$ cat config.mk
export PLATFORM = sky130hd
export DESIGN_NAME = rc_frame_decoder
export DESIGN_NICKNAME = d
export VERILOG_FILES = /design/src/rtl/rcfd_pkg.sv /design/src/rtl/rc_frame_decoder.sv /design/src/rtl/rcfd_ram.sv
export VERILOG_INCLUDE_DIRS = /design/src /design/src/rtl
export SDC_FILE = /design/constraint.sdc
export NUM_CORES = 2
export LEC_CHECK = 0
export ABC_CLOCK_PERIOD_IN_PS = 20000
export BUFFER_PORTS_ARGS = -buffer_cell sky130_fd_sc_hd__buf_4
export CAP_MARGIN = 10
export CELL_PAD_IN_SITES_DETAIL_PLACEMENT = 1
export CELL_PAD_IN_SITES_GLOBAL_PLACEMENT = 1
export CORE_UTILIZATION = 55
export DETAILED_ROUTE_END_ITERATION = 10
export GPL_ROUTABILITY_DRIVEN = 0
export PLACE_DENSITY_LB_ADDON = 0.05
export SLEW_MARGIN = 15
export SYNTH_ARGS = -nofsm -noshare
export SYNTH_HDL_FRONTEND = slang
export SYNTH_SLANG_ARGS = --single-unit
$ cat constraint.sdc
create_clock -name clk -period 20 [get_ports clk]
set_input_delay 1 -clock clk [delete_from_list [all_inputs] [get_ports clk]]
set_output_delay 1 -clock clk [all_outputs]
set_load 0.005 [all_outputs]
$ cat src/rtl/rc_frame_decoder_macros.svh
// Assertion macros for the frame decoder
`ifndef RC_FRAME_DECODER_MACROS_SVH
`define RC_FRAME_DECODER_MACROS_SVH

`ifndef SYNTHESIS
`define RCFD_ASSERT_IMP(lbl, ante, cons) \
  lbl: assert property (@(posedge clk) disable iff (!rst_n) (ante) |-> (cons)) \
    else $error("rcfd assertion failed");
`define RCFD_ASSERT_NXT(lbl, ante, cons) \
  lbl: assert property (@(posedge clk) disable iff (!rst_n) (ante) |=> (cons)) \
    else $error("rcfd assertion failed");
`else
`define RCFD_ASSERT_IMP(lbl, ante, cons)
`define RCFD_ASSERT_NXT(lbl, ante, cons)
`endif

`endif

$ cat src/rtl/rcfd_pkg.sv
package rcfd_pkg;

  typedef enum logic [3:0] {
    ST_IDLE,
    ST_TICK,
    ST_SYNC_RD,
    ST_SYNC_CK,
    ST_CH_RD,
    ST_CH_CK,
    ST_MUL,
    ST_DIV,
    ST_FIN,
    ST_DONE
  } state_t;

  typedef enum logic [2:0] {
    REG_THROTTLE  = 3'd0,
    REG_AILERON   = 3'd1,
    REG_ELEVATOR  = 3'd2,
    REG_RUDDER    = 3'd3,
    REG_MODE_ZERO = 3'd4,
    REG_MODE_ONE  = 3'd5
  } reg_idx_t;

  typedef enum logic [2:0] {
    CH_THROTTLE = 3'd0,
    CH_AILERON  = 3'd1,
    CH_ELEVATOR = 3'd2,
    CH_RUDDER   = 3'd3,
    CH_MODE     = 3'd4
  } chan_t;

  localparam logic [2:0] SYNC_LAST = 3'd4;
  localparam logic [4:0] DIV_LAST  = 5'd31;
  localparam logic [31:0] RANGE_RESET = 32'd134152192;

  localparam logic [7:0] SYNC_B0 = 8'h30;
  localparam logic [7:0] SYNC_B1 = 8'h00;
  localparam logic [7:0] SYNC_B5 = 8'hA2;
  localparam logic [7:0] SYNC_B8 = 8'h2B;
  localparam logic [7:0] SYNC_B9 = 8'hFE;

  function automatic logic [3:0] sync_off(input logic [2:0] k);
    logic [3:0] r;
    unique case (k)
      3'd0:    r = 4'd0;
      3'd1:    r = 4'd1;
      3'd2:    r = 4'd5;
      3'd3:    r = 4'd8;
      default: r = 4'd9;
    endcase
    return r;
  endfunction

  function automatic logic [7:0] sync_val(input logic [2:0] k);
    logic [7:0] r;
    unique case (k)
      3'd0:    r = SYNC_B0;
      3'd1:    r = SYNC_B1;
      3'd2:    r = SYNC_B5;
      3'd3:    r = SYNC_B8;
      default: r = SYNC_B9;
    endcase
    return r;
  endfunction

  function automatic logic [3:0] chan_off(input chan_t c);
    logic [3:0] r;
    unique case (c)
      CH_THROTTLE: r = 4'd2;
      CH_AILERON:  r = 4'd6;
      CH_ELEVATOR: r = 4'd10;
      CH_RUDDER:   r = 4'd14;
      default:     r = 4'd12;
    endcase
    return r;
  endfunction

endpackage

$ cat src/rtl/rc_frame_decoder.sv
// Byte item that does not complete a frame: written to the buffer, no result.
// Tick item: result registered from ST_TICK once the output register is free.
// Frame completion: sync search reads then compares each byte (ST_SYNC_RD, ST_SYNC_CK),
// then per axis high/low byte reads, a multiply, a divide (one quotient bit per cycle)
// and a finish step; the divide is skipped when the range span is zero.
// Reset (synchronous, rst_n low) clears control state; buffer is not cleared.
`include "rc_frame_decoder_macros.svh"

module rc_frame_decoder #(
  parameter int FRAME_BYTES    = 32,
  parameter int SEARCH_LIMIT   = 16,
  parameter int THROTTLE_SPAN  = 60000,
  parameter int AXIS_HALF_SPAN = 30000
) (
  input  logic               clk,
  input  logic               rst_n,
  input  logic               in_valid,
  output logic               in_ready,
  input  logic               in_op,
  input  logic [7:0]         in_rx_byte,
  output logic               out_valid,
  input  logic               out_ready,
  output logic               out_kind,
  output logic               out_frame_found,
  output logic [15:0]        out_throttle_out,
  output logic signed [15:0] out_aileron_out,
  output logic signed [15:0] out_elevator_out,
  output logic signed [15:0] out_rudder_out,
  output logic               out_mode_out,
  output logic               out_timeout_out,
  input  logic               cfg_valid,
  output logic               cfg_ready,
  input  logic [2:0]         cfg_index,
  input  logic [31:0]        cfg_wdata
);

  localparam int PW = $clog2(FRAME_BYTES);
  localparam int LAST_S_I = (SEARCH_LIMIT < FRAME_BYTES - 16) ? SEARCH_LIMIT : FRAME_BYTES - 16;
  localparam logic [PW-1:0] LAST_S   = PW'(LAST_S_I);
  localparam logic [PW-1:0] LAST_POS = PW'(FRAME_BYTES - 1);
  localparam logic [15:0] THR_SPAN = 16'(THROTTLE_SPAN);
  localparam logic [15:0] AX_SPAN  = 16'(2 * AXIS_HALF_SPAN);
  localparam logic signed [34:0] THR_HI = 35'(THROTTLE_SPAN);
  localparam logic signed [34:0] AX_HI  = 35'(AXIS_HALF_SPAN);
  localparam logic signed [34:0] AX_LO  = -AX_HI;

  rcfd_pkg::state_t state_r, state_nxt;
  rcfd_pkg::chan_t  c_r, c_nxt;
  logic [PW-1:0] pos_r, pos_nxt, s_r, s_nxt;
  logic [2:0]    k_r, k_nxt;
  logic          hi_r, hi_nxt;
  logic [15:0]   word_r, word_nxt;
  logic          neg_r, neg_nxt;
  logic [31:0]   quo_r, quo_nxt;
  logic [15:0]   rem_r, rem_nxt, dv_r, dv_nxt;
  logic [4:0]    it_r, it_nxt;
  logic [15:0]   thr_r, thr_nxt, ail_r, ail_nxt, ele_r, ele_nxt, rud_r, rud_nxt;
  logic          mode_r, mode_nxt, tmo_r, tmo_nxt, fst_r, fst_nxt, found_r, found_nxt;
  logic [31:0]   thr_rng_r, ail_rng_r, ele_rng_r, rud_rng_r;
  logic [15:0]   code0_r, code1_r;
  logic          ov_r, ov_nxt;
  logic          o_kind_r, o_found_r, o_mode_r, o_tmo_r;
  logic [15:0]   o_thr_r, o_ail_r, o_ele_r, o_rud_r;

  logic          out_free, load_out, in_acc;
  logic          ram_we;
  logic [PW-1:0] ram_raddr;
  logic [7:0]    ram_rdata;

  logic [31:0]   rng;
  logic [15:0]   mn, mx, mag, span;
  logic [16:0]   shifted;
  logic signed [34:0] qs, val, lo, hi;
  logic [15:0]   sat;
  logic [15:0]   full_word;

  assign cfg_ready = 1'b1;
  assign out_free  = !ov_r || out_ready;
  assign in_ready  = (state_r == rcfd_pkg::ST_IDLE);
  assign in_acc    = in_valid && in_ready;
  assign ram_we    = in_acc && !in_op;

  rcfd_ram #(.WIDTH(8), .DEPTH(FRAME_BYTES)) u_buf (
    .clk  (clk),
    .we   (ram_we),
    .waddr(pos_r),
    .wdata(in_rx_byte),
    .raddr(ram_raddr),
    .rdata(ram_rdata)
  );

  always_comb begin
    state_nxt = state_r;
    unique case (state_r)
      rcfd_pkg::ST_IDLE: begin
        if (in_acc) begin
          if (in_op) begin
            state_nxt = rcfd_pkg::ST_TICK;
          end else if (pos_r == LAST_POS) begin
            state_nxt = rcfd_pkg::ST_SYNC_RD;
          end
        end
      end
      rcfd_pkg::ST_TICK: if (out_free) state_nxt = rcfd_pkg::ST_IDLE;
      rcfd_pkg::ST_SYNC_RD: state_nxt = rcfd_pkg::ST_SYNC_CK;
      rcfd_pkg::ST_SYNC_CK: begin
        if (ram_rdata == rcfd_pkg::sync_val(k_r)) begin
          state_nxt = (k_r == rcfd_pkg::SYNC_LAST) ? rcfd_pkg::ST_CH_RD : rcfd_pkg::ST_SYNC_RD;
        end else begin
          state_nxt = (s_r == LAST_S) ? rcfd_pkg::ST_DONE : rcfd_pkg::ST_SYNC_RD;
        end
      end
      rcfd_pkg::ST_CH_RD: state_nxt = rcfd_pkg::ST_CH_CK;
      rcfd_pkg::ST_CH_CK: begin
        if (hi_r) begin
          state_nxt = rcfd_pkg::ST_CH_RD;
        end else begin
          state_nxt = (c_r == rcfd_pkg::CH_MODE) ? rcfd_pkg::ST_DONE : rcfd_pkg::ST_MUL;
        end
      end
      rcfd_pkg::ST_MUL: state_nxt = (dv_nxt == 16'd0) ? rcfd_pkg::ST_FIN : rcfd_pkg::ST_DIV;
      rcfd_pkg::ST_DIV: if (it_r == rcfd_pkg::DIV_LAST) state_nxt = rcfd_pkg::ST_FIN;
      rcfd_pkg::ST_FIN: state_nxt = rcfd_pkg::ST_CH_RD;
      rcfd_pkg::ST_DONE: if (out_free) state_nxt = rcfd_pkg::ST_IDLE;
      default: state_nxt = rcfd_pkg::ST_IDLE;
    endcase
  end

  always_comb begin
    unique case (c_r)
      rcfd_pkg::CH_THROTTLE: rng = thr_rng_r;
      rcfd_pkg::CH_AILERON:  rng = ail_rng_r;
      rcfd_pkg::CH_ELEVATOR: rng = ele_rng_r;
      default:               rng = rud_rng_r;
    endcase
    mn   = rng[15:0];
    mx   = rng[31:16];
    mag  = (word_r >= mn) ? word_r - mn : mn - word_r;
    span = (c_r == rcfd_pkg::CH_THROTTLE) ? THR_SPAN : AX_SPAN;
    lo   = (c_r == rcfd_pkg::CH_THROTTLE) ? 35'sd0 : AX_LO;
    hi   = (c_r == rcfd_pkg::CH_THROTTLE) ? THR_HI : AX_HI;
    shifted = {rem_r, quo_r[31]};
    qs   = neg_r ? -$signed({3'b000, quo_r}) : $signed({3'b000, quo_r});
    val  = qs + lo;
    if (val < lo) begin
      sat = lo[15:0];
    end else if (val > hi) begin
      sat = hi[15:0];
    end else begin
      sat = val[15:0];
    end
    full_word = {word_r[15:8], ram_rdata};
  end

  always_comb begin
    pos_nxt = pos_r;   s_nxt = s_r;     k_nxt = k_r;     c_nxt = c_r;
    hi_nxt = hi_r;     word_nxt = word_r; neg_nxt = neg_r; quo_nxt = quo_r;
    rem_nxt = rem_r;   dv_nxt = dv_r;   it_nxt = it_r;
    thr_nxt = thr_r;   ail_nxt = ail_r; ele_nxt = ele_r; rud_nxt = rud_r;
    mode_nxt = mode_r; tmo_nxt = tmo_r; fst_nxt = fst_r; found_nxt = found_r;
    ov_nxt = ov_r && !out_ready;
    load_out = 1'b0;
    ram_raddr = s_r + PW'(rcfd_pkg::sync_off(k_r));
    unique case (state_r)
      rcfd_pkg::ST_IDLE: begin
        if (ram_we) begin
          if (pos_r == LAST_POS) begin
            pos_nxt = '0;
            s_nxt = '0;
            k_nxt = '0;
            found_nxt = 1'b0;
          end else begin
            pos_nxt = pos_r + 1'b1;
          end
        end
      end
      rcfd_pkg::ST_TICK: begin
        if (out_free) begin
          tmo_nxt = fst_r ? tmo_r : 1'b1;
          fst_nxt = 1'b0;
          load_out = 1'b1;
        end
      end
      rcfd_pkg::ST_SYNC_RD: ;
      rcfd_pkg::ST_SYNC_CK: begin
        if (ram_rdata == rcfd_pkg::sync_val(k_r)) begin
          if (k_r == rcfd_pkg::SYNC_LAST) begin
            c_nxt = rcfd_pkg::CH_THROTTLE;
            hi_nxt = 1'b1;
          end else begin
            k_nxt = k_r + 1'b1;
          end
        end else begin
          k_nxt = '0;
          s_nxt = s_r + 1'b1;
        end
      end
      rcfd_pkg::ST_CH_RD, rcfd_pkg::ST_CH_CK: begin
        ram_raddr = s_r + PW'(rcfd_pkg::chan_off(c_r)) + PW'(!hi_r);
        if (state_r == rcfd_pkg::ST_CH_CK) begin
          hi_nxt = 1'b0;
          if (hi_r) begin
            word_nxt[15:8] = ram_rdata;
          end else begin
            word_nxt[7:0] = ram_rdata;
            if (c_r == rcfd_pkg::CH_MODE) begin
              found_nxt = 1'b1;
              if (full_word == code1_r) begin
                mode_nxt = 1'b1;
              end else if (full_word == code0_r) begin
                mode_nxt = 1'b0;
              end
            end
          end
        end
      end
      rcfd_pkg::ST_MUL: begin
        dv_nxt  = (mx >= mn) ? mx - mn : mn - mx;
        neg_nxt = (word_r < mn) ^ (mx < mn);
        quo_nxt = (dv_nxt == 16'd0) ? 32'd0 : {16'd0, mag} * {16'd0, span};
        rem_nxt = '0;
        it_nxt  = '0;
      end
      rcfd_pkg::ST_DIV: begin
        if (shifted >= {1'b0, dv_r}) begin
          rem_nxt = 16'(shifted - {1'b0, dv_r});
          quo_nxt = {quo_r[30:0], 1'b1};
        end else begin
          rem_nxt = shifted[15:0];
          quo_nxt = {quo_r[30:0], 1'b0};
        end
        it_nxt = it_r + 1'b1;
      end
      rcfd_pkg::ST_FIN: begin
        unique case (c_r)
          rcfd_pkg::CH_THROTTLE: begin thr_nxt = sat; c_nxt = rcfd_pkg::CH_AILERON;  end
          rcfd_pkg::CH_AILERON:  begin ail_nxt = sat; c_nxt = rcfd_pkg::CH_ELEVATOR; end
          rcfd_pkg::CH_ELEVATOR: begin ele_nxt = sat; c_nxt = rcfd_pkg::CH_RUDDER;   end
          default:               begin rud_nxt = sat; c_nxt = rcfd_pkg::CH_MODE;     end
        endcase
        hi_nxt = 1'b1;
      end
      rcfd_pkg::ST_DONE: begin
        if (out_free) begin
          if (found_r) begin
            tmo_nxt = 1'b0;
            fst_nxt = 1'b1;
          end
          load_out = 1'b1;
        end
      end
      default: ;
    endcase
    if (load_out) begin
      ov_nxt = 1'b1;
    end
  end

  always_ff @(posedge clk) begin
    if (!rst_n) begin
      state_r   <= rcfd_pkg::ST_IDLE;
      pos_r     <= '0;
      mode_r    <= 1'b0;
      tmo_r     <= 1'b1;
      fst_r     <= 1'b0;
      thr_r     <= '0;
      ail_r     <= '0;
      ele_r     <= '0;
      rud_r     <= '0;
      ov_r      <= 1'b0;
      thr_rng_r <= rcfd_pkg::RANGE_RESET;
      ail_rng_r <= rcfd_pkg::RANGE_RESET;
      ele_rng_r <= rcfd_pkg::RANGE_RESET;
      rud_rng_r <= rcfd_pkg::RANGE_RESET;
      code0_r   <= 16'd0;
      code1_r   <= 16'd1;
    end else begin
      state_r <= state_nxt;
      pos_r   <= pos_nxt;
      mode_r  <= mode_nxt;
      tmo_r   <= tmo_nxt;
      fst_r   <= fst_nxt;
      thr_r   <= thr_nxt;
      ail_r   <= ail_nxt;
      ele_r   <= ele_nxt;
      rud_r   <= rud_nxt;
      ov_r    <= ov_nxt;
      if (cfg_valid) begin
        unique case (cfg_index)
          rcfd_pkg::REG_THROTTLE:  thr_rng_r <= cfg_wdata;
          rcfd_pkg::REG_AILERON:   ail_rng_r <= cfg_wdata;
          rcfd_pkg::REG_ELEVATOR:  ele_rng_r <= cfg_wdata;
          rcfd_pkg::REG_RUDDER:    rud_rng_r <= cfg_wdata;
          rcfd_pkg::REG_MODE_ZERO: code0_r   <= cfg_wdata[15:0];
          rcfd_pkg::REG_MODE_ONE:  code1_r   <= cfg_wdata[15:0];
          default: ;
        endcase
      end
    end
  end

  always_ff @(posedge clk) begin
    s_r     <= s_nxt;
    k_r     <= k_nxt;
    c_r     <= c_nxt;
    hi_r    <= hi_nxt;
    word_r  <= word_nxt;
    neg_r   <= neg_nxt;
    quo_r   <= quo_nxt;
    rem_r   <= rem_nxt;
    dv_r    <= dv_nxt;
    it_r    <= it_nxt;
    found_r <= found_nxt;
    if (load_out) begin
      o_kind_r  <= (state_r == rcfd_pkg::ST_TICK);
      o_found_r <= (state_r == rcfd_pkg::ST_DONE) && found_r;
      o_thr_r   <= thr_r;
      o_ail_r   <= ail_r;
      o_ele_r   <= ele_r;
      o_rud_r   <= rud_r;
      o_mode_r  <= mode_r;
      o_tmo_r   <= tmo_nxt;
    end
  end

  assign out_valid        = ov_r;
  assign out_kind         = o_kind_r;
  assign out_frame_found  = o_found_r;
  assign out_throttle_out = o_thr_r;
  assign out_aileron_out  = o_ail_r;
  assign out_elevator_out = o_ele_r;
  assign out_rudder_out   = o_rud_r;
  assign out_mode_out     = o_mode_r;
  assign out_timeout_out  = o_tmo_r;

  `RCFD_ASSERT_IMP(a_div_nonzero, state_r == rcfd_pkg::ST_DIV, dv_r != 16'd0)
  `RCFD_ASSERT_IMP(a_found_clears_tmo, out_valid && out_frame_found, !out_timeout_out)
  `RCFD_ASSERT_IMP(a_thr_bound, out_valid, out_throttle_out <= THR_SPAN)
  `RCFD_ASSERT_NXT(a_tick_next, in_valid && in_ready && in_op, state_r == rcfd_pkg::ST_TICK)
  `RCFD_ASSERT_IMP(a_tick_kind, out_valid && out_kind, !out_frame_found)

endmodule

$ cat src/rtl/rcfd_ram.sv
module rcfd_ram #(
  parameter int WIDTH = 8,
  parameter int DEPTH = 32
) (
  input  logic                     clk,
  input  logic                     we,
  input  logic [$clog2(DEPTH)-1:0] waddr,
  input  logic [WIDTH-1:0]         wdata,
  input  logic [$clog2(DEPTH)-1:0] raddr,
  output logic [WIDTH-1:0]         rdata
);

  logic [WIDTH-1:0] mem [DEPTH];

  always_ff @(posedge clk) begin
    if (we) begin
      mem[waddr] <= wdata;
    end
    rdata <= mem[raddr];
  end

endmodule
==> flow_metrics.py <==
metrics = {
    "place": {
        "portBuffers": 118,
        "dp.cells": 4364,
        "dpl.hpwl_um": 78600,
    },
    "pwr": {
        "max-vdd-ir-drop_mv": 0.0750,
        "p_per_area_nw_per_um2": 90.3,
        "power_leakage_nw": 15.9,
        "p_total_mw": 3.73,
    },
    "setup_path": {
        "critPathRequiredTime_ns": 20.33,
        "r2r-start": "c_r[0]$_SDFFCE_PN0P_",
        "cp-end-kind": "flop",
        "rrSetupSlack_ns": 9.02,
        "critPathSlowestCell": "a2111oi_0",
        "cp_max_fo": 39,
        "worst_r2r_path_depth": 38,
        "cpPeakStageDelay_ns": 0.97,
        "startpoint": "c_r[0]$_SDFFCE_PN0P_",
        "r2r-end": "quo_r[30]$_DFFE_PP_",
        "arrival_ns": 11.31,
        "criticalPathCategory": "reg2reg",
        "cp-start-kind": "flop",
        "endpoint": "quo_r[30]$_DFFE_PP_",
    },
    "clocking": {
        "clk_latency_ns": 0.66,
        "cts.htree.levels": 3,
        "postCtsSetupBuffers": 0,
        "root_buffer": "clkbuf_16",
        "cts_hold_buffers": 0,
        "numCtsBuffers": 72,
        "cts.reportedPaths.clkPinSlew_ns": 0.07,
        "clock-sinks": 668,
        "cts_resized": 0,
        "cts_tree": "yes",
        "cts_buffer_depth": 3,
    },
    "yosys": {
        "synth.area.top_cells": "edfxtp_1, dfxtp_1, ha_1",
        "postSynth.asyncResetShare_pct": 0,
        "synth.area.mux_share_pct": 6.72,
        "yosysWarnings": 0,
        "synthAdderAreaFrac_pct": 11.2,
        "synth_top_family_by_area": "compound AO/OA/AOI/OAI gates",
        "synthSimpleGateAreaFrac_pct": 13.1,
        "yosysTopAreaCell": "edfxtp_1",
        "synth_compound_area_share_pct": 13.9,
        "synthDistinctLibCells": 86,
        "syn-mean-instance-area_sq_um": 10.6,
        "synth.cell_area_sq_um": 37200,
        "synthesis.instances": 3516,
        "yosysTopAreaCellShare_pct": 32.8,
        "synth_nets": 3861,
        "synth-xor-area-share_pct": 4.05,
        "synth_seq_area_share_pct": 46.9,
        "ys.flop_type": "edfxtp_1",
        "synth_edf_count": 407,
        "synth_seq_cells": 668,
    },
    "die": {
        "core-area_sq_um": 67000,
        "die_w_um": 262,
        "ios": 120,
        "rows": 95,
        "fp.dieH_um": 262,
        "start_util_pct": 55.5,
        "die-area_sq_um": 68700,
    },
    "detailed_routing": {
        "routedWlPerCell_um": 24.8,
        "drt-initial-drc-count": 2052,
        "wirelength_um": 112000,
        "drc": 0,
        "dr_total_vias": 27689,
        "viasPerCell": 6.16,
        "antenna_left": 0,
        "dr.pass1.iters": 5,
    },
    "sta": {
        "finalHoldViolCount": 0,
        "tns_ns": 0,
        "fin_skew_ns": 0.0706,
        "period_minus_slack_ns": 10.98,
        "relSlewSlack_pct": 21.9,
        "finalMaxSlewViolations": 0,
        "period_share_pct": 54.9,
        "fmax_ghz": 0.0911,
        "worst_slew_pin_slew_ns": 1.17,
        "rsz0062_at_grt": "no",
        "setup_viol": 0,
    },
    "cells_and_area": {
        "instances_no_fill": 4498,
        "syn_to_final_growth_pct": 10.8,
        "layout_common_cells": "nand2_1, edfxtp_1, dfxtp_1",
        "layout_commonest_cell": "nand2_1",
        "final_net_count": 3910,
        "drive_gt1_share_pct": 11.4,
    },
    "min_path": {
        "hold_path_class": "reg2reg",
    },
    "grt": {
        "grt_remaining_overflow": 0,
        "grt_pass1_vias": 29495,
        "grt_max_degree": 127,
        "grt_pass1_wl_um": 173000,
        "grtUsageTotal_pct": 32.8,
        "antenna_found_initial": 0,
    },
    "status": {
        "status": "completed",
    },
    "run": {
        "drv_cap": 0,
    },
}
## state kept, by name, indices dropped and copies added (netlist names), 4 cells and up
register          flops
out_aileron_out      16
pos_r                 5
thr_rng_r            32
rud_rng_r            32
s_r                   5
ele_rng_r            32
ail_r                16
out_rudder_out       16
rud_r                16
state_r               4
quo_r                32
thr_r                16
ail_rng_r            32
code1_r              16
rem_r                16
ele_r                16
it_r                  5
out_throttle_out     16
out_elevator_out     16
u_buf.rdata           8
word_r               16
u_buf.mem           256
dv_r                 16
code0_r              16
## metrics by stage
stage               hold slack, ns  worst slack (ns)  utilization (%)  cell area [sq um]
floorplan                    0.403             10.11                -              37200
global placement             0.410              9.62             57.9              38800
detailed placement           0.414              9.22             57.9              38800
CTS                          0.381              9.06             61.5              41300
global route                 0.381              8.35             61.5              41300
finish                       0.383              9.02             61.5              41300
## metal layers
metal | vias to the layer above | global-route usage [%] | part of all wire, %
met1 | 13981 | 40.3 | 41
li1 | 12707 | - | -
met3 | 215 | 4.63 | 4.7
met2 | 786 | 58.0 | 51
met5 | - | 0 | 0
met4 | 0 | 12.7 | 3.6
## synthesized netlist by cell type, types with 29 or more instances
cell type  instances
ha_1             232
o31ai_1           42
xnor2_1          118
clkbuf_1         150
nor2_1           138
fa_1              64
nor2b_1           41
a21o_1            83
mux2i_1           43
nand3_1          130
nor3_1            39
dfxtp_1          261
nand4_1           31
nand2b_1          29
edfxtp_1         407
mux4_2            64
xor2_1            54
o21ai_0          154
mux2_2            56
o22a_1            60
a21oi_1          118
a21boi_0         133
inv_1            224
nand2_1          519
## kinds of logic after synthesis
kind of cell    Yosys count
fa+ha+maj               296
compound gates          756
xor+xnor                172
simple gates           1062
buf+inv                 398
mux                     163
other cells               1
flops                   668
## worst min-delay path by stage
stage	cells after the start	from	to
finish	0	ail_r[6]$_SDFFE_PN0P_	out_aileron_out[6]$_DFFE_PP_
global route	0	ail_r[6]$_SDFFE_PN0P_	out_aileron_out[6]$_DFFE_PP_
CTS	0	ail_r[6]$_SDFFE_PN0P_	out_aileron_out[6]$_DFFE_PP_
detailed placement	0	rud_r[4]$_SDFFE_PN0P_	out_rudder_out[4]$_DFFE_PP_
global placement	0	rud_r[7]$_SDFFE_PN0P_	out_rudder_out[7]$_DFFE_PP_
floorplan	0	ail_r[11]$_SDFFE_PN0P_	out_aileron_out[11]$_DFFE_PP_
## final cells by class
class | count | area (sq um)
Antenna cell | 1 | 2.50
Tap cell | 873 | 1090
Multi-Input combinational cell | 2450 | 18300
Clock buffer | 90 | 1890
Timing Repair Buffer | 149 | 1120
Clock inverter | 43 | 531
Sequential cell | 668 | 17400
Fill cell | 7007 | 25800
Inverter | 224 | 841
## critical path, delay by kind of cell (launching register included)
family                     cells  cell delay, ns
and+or+nand+nor                4            0.72
buffers and inverters          6            1.38
xor gates and xnor gates       2            0.64
muxes                          1            0.11
DFF                            1            0.32
adders and majority gates      8            3.16
AOI/OAI and AO/OA             17            4.22
## power by group
part           internal (mW)  switching (mW)
Combinational          0.337           0.474
Clock                  0.777           0.594
Sequential              1.52          0.0243
Note: power is estimated with default switching activity, not from simulation.
